<file path="config.mk">
export PLATFORM = sky130hd
export DESIGN_NAME = mtg_cell
export DESIGN_NICKNAME = d
export VERILOG_FILES = /design/src/mt19937_generator_unit_assert.svh /design/src/mtg_pkg.sv /design/src/mtg_cell.sv
export SDC_FILE = /design/constraint.sdc
export NUM_CORES = 1
export LEC_CHECK = 0
export ABC_AREA = 1
export CAP_MARGIN = 20
export CORE_MARGIN = 2
export CORE_UTILIZATION = 57
export DETAILED_ROUTE_END_ITERATION = 7
export DONT_BUFFER_PORTS = 1
export PLACE_DENSITY_LB_ADDON = 0.15
export SETUP_SLACK_MARGIN = 0.3
export SLEW_MARGIN = 10
export SYNTH_ARGS = -nofsm -noshare
export SYNTH_HDL_FRONTEND = slang
export SYNTH_SLANG_ARGS = --single-unit
</file>
<file path="constraint.sdc">
create_clock -name clk -period 0.8 [get_ports clk]
set_input_delay 0.04 -clock clk [delete_from_list [all_inputs] [get_ports clk]]
set_output_delay 0.04 -clock clk [all_outputs]
set_load 0.02 [all_outputs]
</file>
<file path="src/mt19937_generator_unit_assert.svh">
// ----------------------------------------------------------------------------
// MT19937 generator assertion macros
// Clocked property shorthands shared by the generator's checks.
// ----------------------------------------------------------------------------
`ifndef MT19937_GENERATOR_UNIT_ASSERT_SVH
`define MT19937_GENERATOR_UNIT_ASSERT_SVH

// Same-cycle implication, disabled while reset is asserted.
`define MTG_ASSERT_SAME(label, clock, rstn, ante, cons) \
	label: assert property (@(posedge clock) disable iff (!(rstn)) (ante) |-> (cons)) \
		else $error("mt19937 generator check failed");

// Next-cycle implication, disabled while reset is asserted.
`define MTG_ASSERT_NEXT(label, clock, rstn, ante, cons) \
	label: assert property (@(posedge clock) disable iff (!(rstn)) (ante) |=> (cons)) \
		else $error("mt19937 generator check failed");

`endif

</file>
<file path="src/mtg_pkg.sv">
// ----------------------------------------------------------------------------
// MT19937 generator package
// Constants, types and the twist and tempering functions of the generator.
// ----------------------------------------------------------------------------
`default_nettype none

package mtg_pkg;

	localparam int STATE_WORDS = 624;
	localparam int TAP_OFFSET  = 397;
	localparam int IDX_W       = $clog2(STATE_WORDS);

	localparam logic [IDX_W-1:0] LAST_IDX = IDX_W'(STATE_WORDS - 1);

	localparam logic [31:0] TWIST_MATRIX = 32'h9908_b0df;
	localparam logic [31:0] SEED_MULT    = 32'd1812433253;
	localparam logic [31:0] TEMPER_B     = 32'h9d2c_5680;
	localparam logic [31:0] TEMPER_C     = 32'hefc6_0000;

	typedef enum logic [0:0] {
		OP_SEED = 1'b0,
		OP_DRAW = 1'b1
	} opcode_t;

	// Seeding unit to chain: shift request and the word to enter the tail.
	typedef struct packed {
		logic        busy;
		logic        shift;
		logic [31:0] word;
	} seed_out_t;

	// Next sequence word from the oldest word, its successor and the tap word.
	function automatic logic [31:0] twist_word(input logic [31:0] x0,
		input logic [31:0] x1, input logic [31:0] xm);
		logic [31:0] y;
		logic [31:0] v;
		y = {x0[31], x1[30:0]};
		v = xm ^ (y >> 1);
		if (y[0]) begin
			v = v ^ TWIST_MATRIX;
		end
		return v;
	endfunction

	function automatic logic [31:0] temper(input logic [31:0] x);
		logic [31:0] y;
		y = x ^ (x >> 11);
		y = y ^ ((y << 7) & TEMPER_B);
		y = y ^ ((y << 15) & TEMPER_C);
		y = y ^ (y >> 18);
		return y;
	endfunction

endpackage

`default_nettype wire

</file>
<file path="src/mtg_cell.sv">
// ----------------------------------------------------------------------------
// MT19937 state cell
// Holds one 32-bit state word and takes its neighbor's word on a shift.
// ----------------------------------------------------------------------------
`default_nettype none

module mtg_cell
	import mtg_pkg::*;
(
	input  wire logic        clk,
	input  wire logic        shift,
	input  wire logic [31:0] d,
	output logic      [31:0] q
);

	logic [31:0] word_q;

	always_ff @(posedge clk) begin
		if (shift) begin
			word_q <= d;
		end
	end

	assign q = word_q;

endmodule

`default_nettype wire

</file>
==> impl_metrics.yaml <==
outcome:
  status: "complete, but fails checks"
  violations: "hold timing, setup timing"
final_layout:
  multi_input_cells: 0
  areaGrowthSynthToFinish_pct: 40.2
  antenna_cells: 0
  multiInputGateArea_um2: 0
  layout-drive-gt1-share_pct: 8.45
  fillers: 67
  final_area_mm2: 0.00135
  postLayoutCoreUtil_pct: 87.4
  seqCellArea_um2: 961
  layout.nets: 105
  largest_reg_flops: 32
synthesis:
  muxShareOfSynthArea_pct: 0
  synthCells: 32
  synth_top_cells_by_count: "32 x edfxtp_1"
  yosys.area_share.adder_pct: 0
  synthXorXnorAreaFrac_pct: 0
  yosys.area.top_type_share_pct: 100
  synth_compound_area_share_pct: 0
  synth.distinct_cells: 1
  synthArstFlopShare_pct: 0
  synthSimpleGateAreaFrac_pct: 0
  yosys_warnings: 0
  synth-edff-count: 32
  ys.flop_type: "edfxtp_1"
  syn_nets: 66
  yosysSeqAreaShare_pct: 100
  synthTopCellsByArea: "edfxtp_1 100%"
  synth_area_per_cell_um2: 30.0
  synth_most_common_cell: "edfxtp_1"
  netlist_area_um2: 961
  ys_ff_latch: 32
  synth_top_cell_by_area: "edfxtp_1"
clocking:
  cts.repair.resized: 0
  cts_tree: "yes"
  clkSlewWorstSetupHoldPaths_ns: 0.09
  cts.sinks: 32
  htreeDepth: 2
  root_buffer: "clkbuf_4"
  clockBufferDepth: 2
  post_cts_buffers: 0
  cts_made_buffers: 5
timing:
  fmax_mhz: 1160
  holdWs_ns: -0.169
  min_period_ns: 0.861
  tightest_slew_ns: 0.238
  setup_ws_ns: -0.0610
  final-setup-viol-count: 32
  min_period_over_period_pct: 108
  hold_violations: 32
  maxSlewViolCount: 0
  maxSlewHeadroom_pct: 84.2
  rsz0062_at_grt: "true"
floorplan:
  io_pins: 66
  die_w_um: 45.1
  fp-row-count: 14
  core_region_area_mm2: 0.00154
  die_area_mm2: 0.00203
  initial_core_util_pct: 62.3
  die_h_um: 45.1
grt:
  grt_start_max_net_pins: 33
  grt_pass1_wl_um: 1490
  grt.overflow.total: 0
  grt_usage_pct: 12.2
  antenna_found_initial: 0
  grt_pass1_vias: 310
routing:
  routed-wl-met2_um: 1000
  routed_wirelength_um: 1780
  drt_iter0_drc: 12
  drt-met1-wl_um: 596
  viasPerCell: 5.33
  drc_errors: 0
  drtAntennaViolNets: 0
  route.met3.wl_um: 174
  highest_layer: "met4"
  via_count: 464
  post_drt_wl_per_cell_um: 20.5
  dr.pass1.iters: 4
power:
  p_per_area_mw_per_mm2: 2340
  cellLeakagePower_nw: 0.475
  ir_drop_mv: 1.47
  power_mw: 3.15
hold_path:
  hold_path_depth: 0
  hold_class: "input port to flip-flop"
setup_path:
  worstPathRequired_ns: 0.76
  crit_type: "flip-flop to primary output"
  crit_cells: 0
  start_kind: "flip-flop"
  critPathArrivalTime_ns: 0.82
  worst-path-max-fanout: 1
  end_kind: "primary output"
job:
  cap_viol_max_count: 0
placement:
  gp_congestion: 0.568
  dpl_cell_area_um2: 981
  port_buffers: 0
power by group:
group	leakage, nW	switching [mW]	internal, mW
Sequential	0.313	0.218	2.00
Combinational	0.134	0.0229	0.104
Clock	0.0281	0.482	0.323
Total	0.475	0.723	2.43
worst paths after layout:
path	start	slack, ns	endpoint
worst max-delay path	q[9]	-0.06	q[9]
worst min-delay path	shift	-0.17	q[12]
routing by layer:
metal	vias up	GRT usage (%)
li1	204	-
met1	216	8.53
met2	42	18.6
met3	2	14.8
met4	0	5.29
met5	-	0
cell families (layout without fill, tap and decap cells):
logic type             after synthesis  count (layout)
flip-flops                          32              32
buffers and inverters                0              39
timing repair:
item,in CTS,in global routing
setup endpoints to repair,32,32
cloned,0,0
hold endpoints to repair,64,64
cell type report:
type	instances	share of cell area (%)
Sequential cell	32	71.3
Timing Repair Buffer	32	23.8
Clock buffer	6	3.06
Tap cell	16	1.49
Clock inverter	1	0.371
cell usage in the layout, fill, tap and decap left out, drive strengths merged:
master,Yosys,layout
clkinv,0,1
clkbuf,0,6
edfxtp,32,32
dlygate4sd3,0,32
metrics by stage:
step | std cells | TNS [ns] | setup WS (ns)
final | 87 | -1.38 | -0.0610
after global routing | 87 | -2.64 | -0.104
after CTS | 55 | -1.31 | -0.0590
after detailed placement | 48 | 0 | 0.287
after global placement | 48 | 0 | 0.290
after floorplan | 32 | 0 | 0.311
No activity file was read; power rests on OpenSTA's default activity.
