===== src/mt19937_generator_unit_assert.svh =====
// ----------------------------------------------------------------------------
// MT19937 generator assertion macros
// Clocked property shorthands shared by the generator's checks.
// ----------------------------------------------------------------------------
`ifndef MT19937_GENERATOR_UNIT_ASSERT_SVH
`define MT19937_GENERATOR_UNIT_ASSERT_SVH

// Same-cycle implication, disabled while reset is asserted.
`define MTG_ASSERT_SAME(label, clock, rstn, ante, cons) \
	label: assert property (@(posedge clock) disable iff (!(rstn)) (ante) |-> (cons)) \
		else $error("mt19937 generator check failed");

// Next-cycle implication, disabled while reset is asserted.
`define MTG_ASSERT_NEXT(label, clock, rstn, ante, cons) \
	label: assert property (@(posedge clock) disable iff (!(rstn)) (ante) |=> (cons)) \
		else $error("mt19937 generator check failed");

`endif


===== src/mtg_pkg.sv =====
// ----------------------------------------------------------------------------
// MT19937 generator package
// Constants, types and the twist and tempering functions of the generator.
// ----------------------------------------------------------------------------
`default_nettype none

package mtg_pkg;

	localparam int STATE_WORDS = 624;
	localparam int TAP_OFFSET  = 397;
	localparam int IDX_W       = $clog2(STATE_WORDS);

	localparam logic [IDX_W-1:0] LAST_IDX = IDX_W'(STATE_WORDS - 1);

	localparam logic [31:0] TWIST_MATRIX = 32'h9908_b0df;
	localparam logic [31:0] SEED_MULT    = 32'd1812433253;
	localparam logic [31:0] TEMPER_B     = 32'h9d2c_5680;
	localparam logic [31:0] TEMPER_C     = 32'hefc6_0000;

	typedef enum logic [0:0] {
		OP_SEED = 1'b0,
		OP_DRAW = 1'b1
	} opcode_t;

	// Seeding unit to chain: shift request and the word to enter the tail.
	typedef struct packed {
		logic        busy;
		logic        shift;
		logic [31:0] word;
	} seed_out_t;

	// Next sequence word from the oldest word, its successor and the tap word.
	function automatic logic [31:0] twist_word(input logic [31:0] x0,
		input logic [31:0] x1, input logic [31:0] xm);
		logic [31:0] y;
		logic [31:0] v;
		y = {x0[31], x1[30:0]};
		v = xm ^ (y >> 1);
		if (y[0]) begin
			v = v ^ TWIST_MATRIX;
		end
		return v;
	endfunction

	function automatic logic [31:0] temper(input logic [31:0] x);
		logic [31:0] y;
		y = x ^ (x >> 11);
		y = y ^ ((y << 7) & TEMPER_B);
		y = y ^ ((y << 15) & TEMPER_C);
		y = y ^ (y >> 18);
		return y;
	endfunction

endpackage

`default_nettype wire


===== src/mtg_seed.sv =====
// ----------------------------------------------------------------------------
// MT19937 seeding unit
// Produces the seed fill sequence, one word per cycle, into the chain tail.
// ----------------------------------------------------------------------------
`default_nettype none

module mtg_seed
	import mtg_pkg::*;
(
	input  wire logic        clk,
	input  wire logic        arst_n,
	input  wire logic        start,
	input  wire logic [31:0] seed_value,
	input  wire logic [31:0] tail_word,
	output seed_out_t        seed_out
);

	logic             busy_q;
	logic [IDX_W-1:0] idx_q;
	logic [31:0]      mixed;
	logic [31:0]      prod;

	// The tail cell holds the word written last cycle, so the recurrence
	// runs through a single multiplier with the chain as its register.
	assign mixed = tail_word ^ (tail_word >> 30);
	assign prod  = SEED_MULT * mixed;

	always_ff @(posedge clk or negedge arst_n) begin
		if (!arst_n) begin
			busy_q <= 1'b0;
			idx_q  <= '0;
		end else if (start) begin
			busy_q <= 1'b1;
			idx_q  <= IDX_W'(1);
		end else if (busy_q) begin
			if (idx_q == LAST_IDX) begin
				busy_q <= 1'b0;
			end
			idx_q <= idx_q + IDX_W'(1);
		end
	end

	always_comb begin
		seed_out.busy  = busy_q;
		seed_out.shift = start | busy_q;
		seed_out.word  = start ? seed_value : (prod + {{(32-IDX_W){1'b0}}, idx_q});
	end

endmodule

`default_nettype wire


===== config.mk =====
export PLATFORM = sky130hd
export DESIGN_NAME = mtg_seed
export DESIGN_NICKNAME = d
export VERILOG_FILES = /design/src/mt19937_generator_unit_assert.svh /design/src/mtg_pkg.sv /design/src/mtg_seed.sv
export SDC_FILE = /design/constraint.sdc
export NUM_CORES = 1
export LEC_CHECK = 0
export ABC_CLOCK_PERIOD_IN_PS = 7000
export BUFFER_PORTS_ARGS = -buffer_cell sky130_fd_sc_hd__clkbuf_2
export CORE_ASPECT_RATIO = 1.75
export CORE_MARGIN = 10
export CORE_UTILIZATION = 50
export DETAILED_ROUTE_END_ITERATION = 6
export HOLD_SLACK_MARGIN = 0.12
export MAX_ROUTING_LAYER = met4
export PLACE_DENSITY = 0.77
export SYNTH_ARGS = -nofsm -noshare
export SYNTH_HDL_FRONTEND = slang
export SYNTH_SLANG_ARGS = --single-unit

===== constraint.sdc =====
create_clock -name clk -period 7 [get_ports clk]
set_input_delay 0 -clock clk [delete_from_list [all_inputs] [get_ports clk]]
set_output_delay 0 -clock clk [all_outputs]
set_load 0.01 [all_outputs]

==> out/summary.txt, run 1 <==
Outcome: finished clean
Slowest cell on the critical path: fa_1
Vias in the first global route: 7801
Post-synthesis cell count: 970
Clock slew seen by the registers of the worst setup and hold paths: 0.04 ns
Syn_nets: 1428
Syn Std Cell Area: 0.009289 sq mm
Critical Path Start Type: input port
Sequential area share after synthesis: 2.963%
Worst Setup End Kind: output pin
Grt total ovfl: 0
Prevailing post-synth register cell: dfrtp_1
Clock skew: 0.003542 ns
Mapped Avg Cell Area: 9.576 sq um
CP most frequent cell: fa_1
Buf/Inv on CP: 6
Share of layout cells above drive strength 1: 11.79%
H-Tree Level Count: 1
EDFF count, synth: 0
Critical path type: input port to output pin
Port bufs: 100
FFs w/ async S/R, synth: 100.0%
Number of remaining DRC errors: 0
Worst slew pin tran: 0.6037 ns
Post-Route WL: 22.81 mm
Reg2Reg Setup Slack: 5.56 ns
CP max FO: 6
Initial cell density of the core: 51.22%
Hpwl dp: 20.83 mm
Post-route antenna net violation count: 0
Num rows: 65
CP top delay family: adder cells
Synthesized flop and latch total: 11
Slew HR: 59.75%
CTS tree: yes
Setup tns final: 0 ns
N_diodes: 0
Wire length per cell: 17.50 um
Fillers: 1622
Die Width: 123.0 um
Ys Warns: 0
CTS sink cnt: 11
Fin crit share: 92.69%
Total Nets Final: 1528
Max-slew violations: 0
Worst min path class: input port to async pin
Pin count of the biggest net entering global routing: 70
GRT Total Usage: 19.68%
Post-CTS setup buffers: 0
Initial antenna violation count: 0
Minimum clock period: 6.488 ns
Drt pass-1 iters: 4
Initial DRC count: 191
Die area: 0.02465 sq mm
Worst-Skew Late Latency: 0.24 ns
CTS buffer count: 3
Max-cap violation count: 0
Via count: 6941
Die height: 200.3 um
Layout area overhead: 9.066%
Final setup fails: 0
Final Hold Viols: 0
Mean number of vias per cell: 5.327
GPL Wtd Cong: 0.9023
Clk buf depth: 2
Post-CTS resize count: 0
Required time of the critical path: 7.00 ns
First-pass GRT wire length: 38.12 mm
RSZ-0062 raised after global routing: no
Root Driver: clkbuf_16
CTS Hold Bufs: 1
FMAX: 0.1541 GHz
Netlist cell types: 58
Critical Path Max Stage Delay: 0.52 ns
Placeable core area: 0.01814 sq mm
Worst Path Arrival: 6.49 ns
IO Pins: 101
synth_stat cells, types with 2 or more instances:
master / count / share of area [%]
inv_1: 271 / 11
ha_1: 238 / 32
fa_1: 153 / 33
nand2_1: 39 / 1.6
xnor2_1: 38 / 3.6
o21ai_0: 32 / 1.7
nor2_1: 23 / 0.93
xor2_1: 18 / 1.7
a21oi_1: 16 / 0.86
dfrtp_1: 11 / 3.0
a21o_1: 10 / 0.81
nor3_1: 10 / 0.54
o31ai_1: 9 / 0.73
nand4_1: 8 / 0.54
o21a_1: 7 / 0.57
a211oi_1: 6 / 0.48
clkbuf_1: 6 / 0.24
a31oi_1: 5 / 0.34
mux2_2: 5 / 0.61
and3_1: 4 / 0.27
nand3_1: 4 / 0.22
o21bai_1: 4 / 0.32
and2_1: 3 / 0.20
o211ai_1: 3 / 0.24
o21ai_1: 3 / 0.16
or2_2: 3 / 0.20
a21boi_0: 2 / 0.16
a31o_2: 2 / 0.19
and4_1: 2 / 0.19
buf_6: 2 / 0.24
clkbuf_8: 2 / 0.30
mux2i_1: 2 / 0.22
nor3b_1: 2 / 0.16
nor4_1: 2 / 0.13
or3_1: 2 / 0.13
cell type report:
type | instances | area [sq um] | area share (%)
multi-input combinational | 676 | 7911 | 78.09
inverter | 271 | 1017 | 10.04
timing repair buffer | 107 | 555.5 | 5.483
tap | 234 | 292.8 | 2.890
sequential | 11 | 275.3 | 2.717
clock buffer | 4 | 78.83 | 0.7781
routing by layer:
layer	up-vias	part of all wire [%]	GRT usage, %
li1	3308	-	-
met1	3382	40	22.71
met2	181	53	34.36
met3	70	2.6	1.406
met4	0	4.7	7.477
met5	-	0	-
through the flow:
step	setup WS, ns	std cells	hold slack (ns)	util, %	cell area (sq um)
after detailed placement	0.5324	1298	-0.1090	55.37	10040
final	0.5118	1303	0.1859	55.86	10130
after floorplan	0.9320	970	-0.2956	-	9289
after global routing	0.07606	1303	0.2213	55.86	10130
after CTS	0.4980	1303	0.1871	55.86	10130
after global placement	0.6002	1298	-0.1126	55.37	10040
cell families after synthesis:
logic type / Yosys count / synth area share (%)
adders and majority gates: 391 / 65.03
AOI/OAI and AO/OA: 118 / 8.809
buffers and inverters: 283 / 11.87
xor gates and xnor gates: 56 / 5.280
muxes: 7 / 0.8216
DFF: 11 / 2.963
and+or+nand+nor: 104 / 5.226
final timing paths:
path | to | from | cells after the start
setup / recovery | seed_out[30] | tail_word[30] | 26
hold reg to reg | idx_q[0]$_DFFE_PN0P_ | idx_q[0]$_DFFE_PN0P_ | 2
hold / removal | idx_q[8]$_DFFE_PN0P_ | arst_n | 2
min in group clk | seed_out[25] | seed_value[25] | 4
max in group asynchronous | idx_q[2]$_DFFE_PN0P_ | arst_n | 2
setup reg to reg | idx_q[8]$_DFFE_PN0P_ | idx_q[0]$_DFFE_PN0P_ | 5
placed cells by master, fill, tap and decap left out, types with 11 or more instances in the layout:
master      n
xnor2_1    38
nor2_1     23
dfrtp_1    11
fa_1      153
a21oi_1    16
nand2_1    39
clkbuf_2  100
o21ai_0    32
ha_1      238
inv_1     271
xor2_1     18
state kept, by name, indices dropped and copies added, names as in the netlist:
register and count:
idx_q 10, busy_q 1
Power of run 1 is not shown: default switching activity piles up to over one toggle a cycle in this logic, so the estimate is an artifact.
==> run 2: changes to the inputs <==
--- a/config.mk
+++ b/config.mk
@@ -6,14 +6,14 @@
 export NUM_CORES = 1
 export LEC_CHECK = 0
 export ABC_CLOCK_PERIOD_IN_PS = 7000
-export BUFFER_PORTS_ARGS = -buffer_cell sky130_fd_sc_hd__clkbuf_2
 export CORE_ASPECT_RATIO = 1.75
 export CORE_MARGIN = 10
 export CORE_UTILIZATION = 50
 export DETAILED_ROUTE_END_ITERATION = 6
+export DONT_BUFFER_PORTS = 1
 export HOLD_SLACK_MARGIN = 0.12
 export MAX_ROUTING_LAYER = met4
-export PLACE_DENSITY = 0.77
+export PLACE_DENSITY = 0.72
 export SYNTH_ARGS = -nofsm -noshare
 export SYNTH_HDL_FRONTEND = slang
 export SYNTH_SLANG_ARGS = --single-unit
==> constraint.sdc (replaced) <==
create_clock -name clk -period 7 [get_ports clk]
set_input_delay 0.7 -clock clk [delete_from_list [all_inputs] [get_ports clk]]
set_output_delay 0.7 -clock clk [all_outputs]
set_load 0.01 [all_outputs]
==> run 2 against run 1 <==
Against the previous run:
- wire length increased by 0.52%
- first-iteration DRC count grew 35%
- final cell count decreased by 4.5%
- via count is 3.5% lower
- global-route usage down 0.24 points
- non-clock buffer count is 58 lower
- critical path depth is 2 lower
- worst hold slack got worse by 0.031 ns
- die area did not move
==> out/summary.txt, run 2 (same netlist as run 1, synthesis figures left out) <==
Initial antenna violation count: 0
Worst min path class: input port to async pin
Final setup fails: 0
Clock slew seen by the registers of the worst setup and hold paths: 0.04 ns
Max reg flops: 10
CTS sink cnt: 11
RSZ-0062 raised after global routing: yes
CP most frequent cell: fa_1
Drt pass-1 iters: 6
CTS tree: yes
Slowest cell on the critical path: fa_1
Register area: 275.3 sq um
Top reg by flops: idx_q
Die area: 0.02465 sq mm
Die Width: 123.0 um
Worst slew pin tran: 0.5132 ns
Number of remaining DRC errors: 0
Port bufs: 0
Final worst slack: 0.003250 ns
Fin crit share: 99.95%
First-pass GRT wire length: 37.48 mm
Worst Path Arrival: 6.30 ns
Reg2Reg Depth: 5
Outcome: finished clean
Most common cell after layout, fill and taps aside: inv_1
Fillers: 1562
Layout area overhead: 10.43%
GPL Wtd Cong: 0.9075
CTS buffer count: 3
Worst Setup End Kind: output pin
GRT Total Usage: 19.44%
Core Util, Final: 56.56%
Largest registers: idx_q x10, busy_q x1
Max-slew violations: 0
CP max FO: 4
Wire length per cell: 18.42 um
Clk buf depth: 2
CTS Hold Bufs: 0
Grt total ovfl: 0
Commonest cells after routing, fill and taps aside: 263 x inv_1, 223 x ha_1, 151 x fa_1, 46 x buf_4, 39 x nand2_1
Root Driver: clkbuf_16
Pin count of the biggest net entering global routing: 70
Max-cap violation count: 0
Buf/Inv on CP: 4
Post-route antenna net violation count: 0
Via count: 6700
Critical Path Max Stage Delay: 0.50 ns
Setup WS pre-CTS: -0.3326 ns
Mean number of vias per cell: 5.382
Critical path type: input port to output pin
Share of layout cells above drive strength 1: 11.37%
Required time of the critical path: 6.30 ns
H-Tree Level Count: 1
Worst hold margin: 0.1552 ns
Initial DRC count: 257
RR Endpoint: idx_q[9]$_DFFE_PN0P_
Hpwl dp: 20.05 mm
Initial cell density of the core: 51.22%
Critical Path Start Type: input port
N_diodes: 0
FMAX: 0.1429 GHz
Total Nets Final: 1470
Cell chain of the critical path: xor2_4 -> xor2_2 -> ha_2 -> or2_4 -> ha_4 -> inv_2 -> fa_1 -> inv_1 -> ha_2 -> fa_1 -> fa_2 -> fa_1 -> inv_2 -> fa_1 -> inv_2 -> ha_4 -> a21oi_4 -> o21ai_1 -> a31o_2 -> a32oi_2 -> a31oi_4 -> o211ai_1 -> a21oi_2 -> o31ai_4
Multi-input logic area: 0.008214 sq mm
Slew HR: 65.49%
CP top delay family: adder cells
Post-Route WL: 22.93 mm
Worst-Skew Late Latency: 0.24 ns
Minimum clock period: 6.997 ns
Vias in the first global route: 7504
Num rows: 65
IO Pins: 101
Placeable core area: 0.01814 sq mm
Clock skew: 0.002567 ns
RR Startpoint: busy_q$_DFF_PN0_
Final Hold Viols: 0
Die height: 200.3 um
Reg2Reg Setup Slack: 5.57 ns
==> run 2: changes by cell type in the layout (fill, tap and decap cells not counted), sizes merged <==
cell,change
clkbuf,-100
buf,+43
dlygate4sd3,-1
==> run 2: routing by layer <==
| metal | global-route usage, % | part of all wire, % | vias to the layer above |
|---|---|---|---|
| met3 | 3.601 | 6.4 | 29 |
| met2 | 36.39 | 56 | 162 |
| li1 | - | - | 3185 |
| met4 | 3.592 | 1.8 | 0 |
| met5 | - | 0 | - |
| met1 | 20.42 | 36 | 3324 |
==> run 2: what timing repair did <==
| action | 4_1_cts | 5_1_grt |
|---|---|---|
| buffers inserted | 3 | 3 |
| pin swaps | 19 | 33 |
| endpoints found under the setup margin | 9 | 11 |
| gates resized for setup | 25 | 28 |
==> run 2: worst reg2reg max path, delay by kind of cell, from the launching register on <==
| family | cells | cell delay [ns] |
|---|---|---|
| XOR/XNOR | 1 | 0.16 |
| AND/OR/NAND/NOR | 4 | 0.61 |
| flip-flops | 1 | 0.54 |
==> run 2: per-stage QoR <==
step	TNS [ns]	std cells	cell area [sq um]
after CTS	-0.2161	1242	10140
after global routing	-0.9281	1245	10260
final	0	1245	10260
after detailed placement	-1.547	1235	9896
after floorplan	0	970	9365
after global placement	-0.7242	1235	9896
==> run 2: how the worst max path moves through the flow <==
| stage | end | cells past startpoint | slack, ns | from |
|---|---|---|---|---|
| 5_1_grt | seed_out[31] | 24 | -0.25 | tail_word[0] |
| 3_5_place_dp | seed_out[31] | 24 | -0.33 | tail_word[31] |
| 4_1_cts | seed_out[30] | 25 | -0.08 | tail_word[0] |
| 3_3_place_gp | seed_out[31] | 24 | -0.23 | tail_word[31] |
| 6_report | seed_out[31] | 24 | 0.003 | tail_word[0] |
| 2_1_floorplan | seed_out[29] | 23 | 0.03 | tail_word[31] |
==> run 2: final cells by class <==
class	instances	area share [%]
Clock buffer	4	0.7685
Inverter	271	9.917
Multi-Input combinational cell	676	80.08
Sequential cell	11	2.684
Tap cell	234	2.854
Timing Repair Buffer	49	3.696
Power of run 2 is left out for the same reason.
==> run 3: changes to the inputs <==
--- a/config.mk
+++ b/config.mk
@@ -5,7 +5,7 @@
 export SDC_FILE = /design/constraint.sdc
 export NUM_CORES = 1
 export LEC_CHECK = 0
-export ABC_CLOCK_PERIOD_IN_PS = 7000
+export ABC_CLOCK_PERIOD_IN_PS = 8000
 export CORE_ASPECT_RATIO = 1.75
 export CORE_MARGIN = 10
 export CORE_UTILIZATION = 50
==> constraint.sdc (replaced) <==
create_clock -name clk -period 8 [get_ports clk]
set_input_delay 0.8 -clock clk [delete_from_list [all_inputs] [get_ports clk]]
set_output_delay 0.8 -clock clk [all_outputs]
set_load 0.01 [all_outputs]
==> run 3 against run 2 <==
Against the previous run:
- highest routed layer unchanged
- clock skew fell by 0.00094 ns
- critical path depth rose by 1
- critical path type unchanged
- largest cell class unchanged
- die area did not move
==> out/summary.txt, run 3 (same netlist as run 1, synthesis figures left out) <==
Outcome: finished clean
CP max FO: 6
Max-slew violations: 0
Die area: 0.02465 sq mm
Vias in the first global route: 7441
Die height: 200.3 um
Wire length per cell: 18.67 um
Clock skew: 0.001628 ns
RR Startpoint: busy_q$_DFF_PN0_
Fin crit share: 95.39%
CTS Hold Bufs: 0
Final setup fails: 0
Grt total ovfl: 0
Max reg flops: 10
Critical Path Max Stage Delay: 0.51 ns
Share of layout cells above drive strength 1: 3.498%
CP top delay family: adder cells
Total Nets Final: 1431
Top reg by flops: idx_q
RR Endpoint: idx_q[9]$_DFFE_PN0P_
Via count: 6524
CTS buffer count: 3
Root Driver: clkbuf_16
Port bufs: 0
Worst min path class: input port to async pin
Drt pass-1 iters: 4
Worst Setup End Kind: output pin
Number of remaining DRC errors: 0
Final worst slack: 0.3689 ns
Num rows: 65
Reg2Reg Setup Slack: 6.58 ns
Commonest cells after routing, fill and taps aside: 271 x inv_1, 238 x ha_1, 153 x fa_1, 39 x nand2_1, 38 x xnor2_1
CTS tree: yes
Worst slew pin tran: 0.6834 ns
Worst hold margin: 0.2539 ns
Placed cells: 1202
Clk buf depth: 2
IO Pins: 101
Critical path type: input port to output pin
Final Hold Viols: 0
Required time of the critical path: 7.20 ns
GPL Wtd Cong: 0.8663
Mean number of vias per cell: 5.405
Buf/Inv on CP: 5
Initial DRC count: 164
Post-Route WL: 22.53 mm
Placeable core area: 0.01814 sq mm
Critical Path Start Type: input port
Initial cell density of the core: 51.22%
Most common cell after layout, fill and taps aside: inv_1
Non-filler cells in the finished layout: 1207
Slowest cell on the critical path: fa_1
Post-route antenna net violation count: 0
CTS sink cnt: 11
FMAX: 0.1310 GHz
Pin count of the biggest net entering global routing: 70
Worst-Skew Late Latency: 0.24 ns
Post-placement cell area: 0.009572 sq mm
Reg2Reg Depth: 5
Clock slew seen by the registers of the worst setup and hold paths: 0.04 ns
Post-CTS setup buffers: 0
Max-cap violation count: 0
Setup WS pre-CTS: 0.2154 ns
H-Tree Level Count: 1
Slew HR: 54.05%
Hpwl dp: 20.45 mm
First-pass GRT wire length: 37.29 mm
Largest registers: idx_q x10, busy_q x1
CP most frequent cell: fa_1
Fin area: 0.009681 sq mm
GRT Total Usage: 19.32%
Die Width: 123.0 um
Worst Path Arrival: 6.83 ns
Layout area overhead: 4.216%
Initial antenna violation count: 1
Minimum clock period: 7.631 ns
==> run 3: how the worst max path moves through the flow <==
| stage | from | cells past startpoint | slack [ns] | end |
|---|---|---|---|---|
| finish | tail_word[31] | 25 | 0.37 | seed_out[31] |
| global placement | tail_word[0] | 25 | 0.32 | seed_out[30] |
| CTS | tail_word[0] | 25 | 0.18 | seed_out[31] |
| floorplan | tail_word[31] | 24 | 0.33 | seed_out[31] |
| global route | tail_word[0] | 25 | -0.02 | seed_out[31] |
| detailed placement | tail_word[0] | 25 | 0.22 | seed_out[30] |
==> run 3: what timing repair did <==
item / 4_1_cts / 5_1_grt
setup endpoints to repair: 0 / 3
resized for setup: 0 / 4
hold endpoints to repair: 0 / 0
==> run 3: layout make-up <==
cell class / instances / area, sq um
timing repair buffer: 10 / 75.07
tap: 234 / 292.8
sequential: 11 / 275.3
clock buffer: 4 / 78.83
multi-input combinational: 676 / 7939
fill: 1641 / 8456
inverter: 271 / 1017
antenna: 1 / 2.502
==> run 3: per-stage QoR <==
stage | util (%) | setup TNS [ns]
floorplan | - | 0
global placement | 52.78 | 0
detailed placement | 52.78 | 0
CTS | 53.21 | 0
global route | 53.38 | -0.01620
finish | 53.38 | 0
==> run 3: layer usage <==
layer,track usage (%),vias to the layer above,routed length [um]
met5,-,-,0
met4,4.971,0,519
met3,2.588,42,1169
met2,34.48,165,12340
met1,21.86,3214,8501
li1,-,3103,-
Power of run 3 is left out for the same reason.
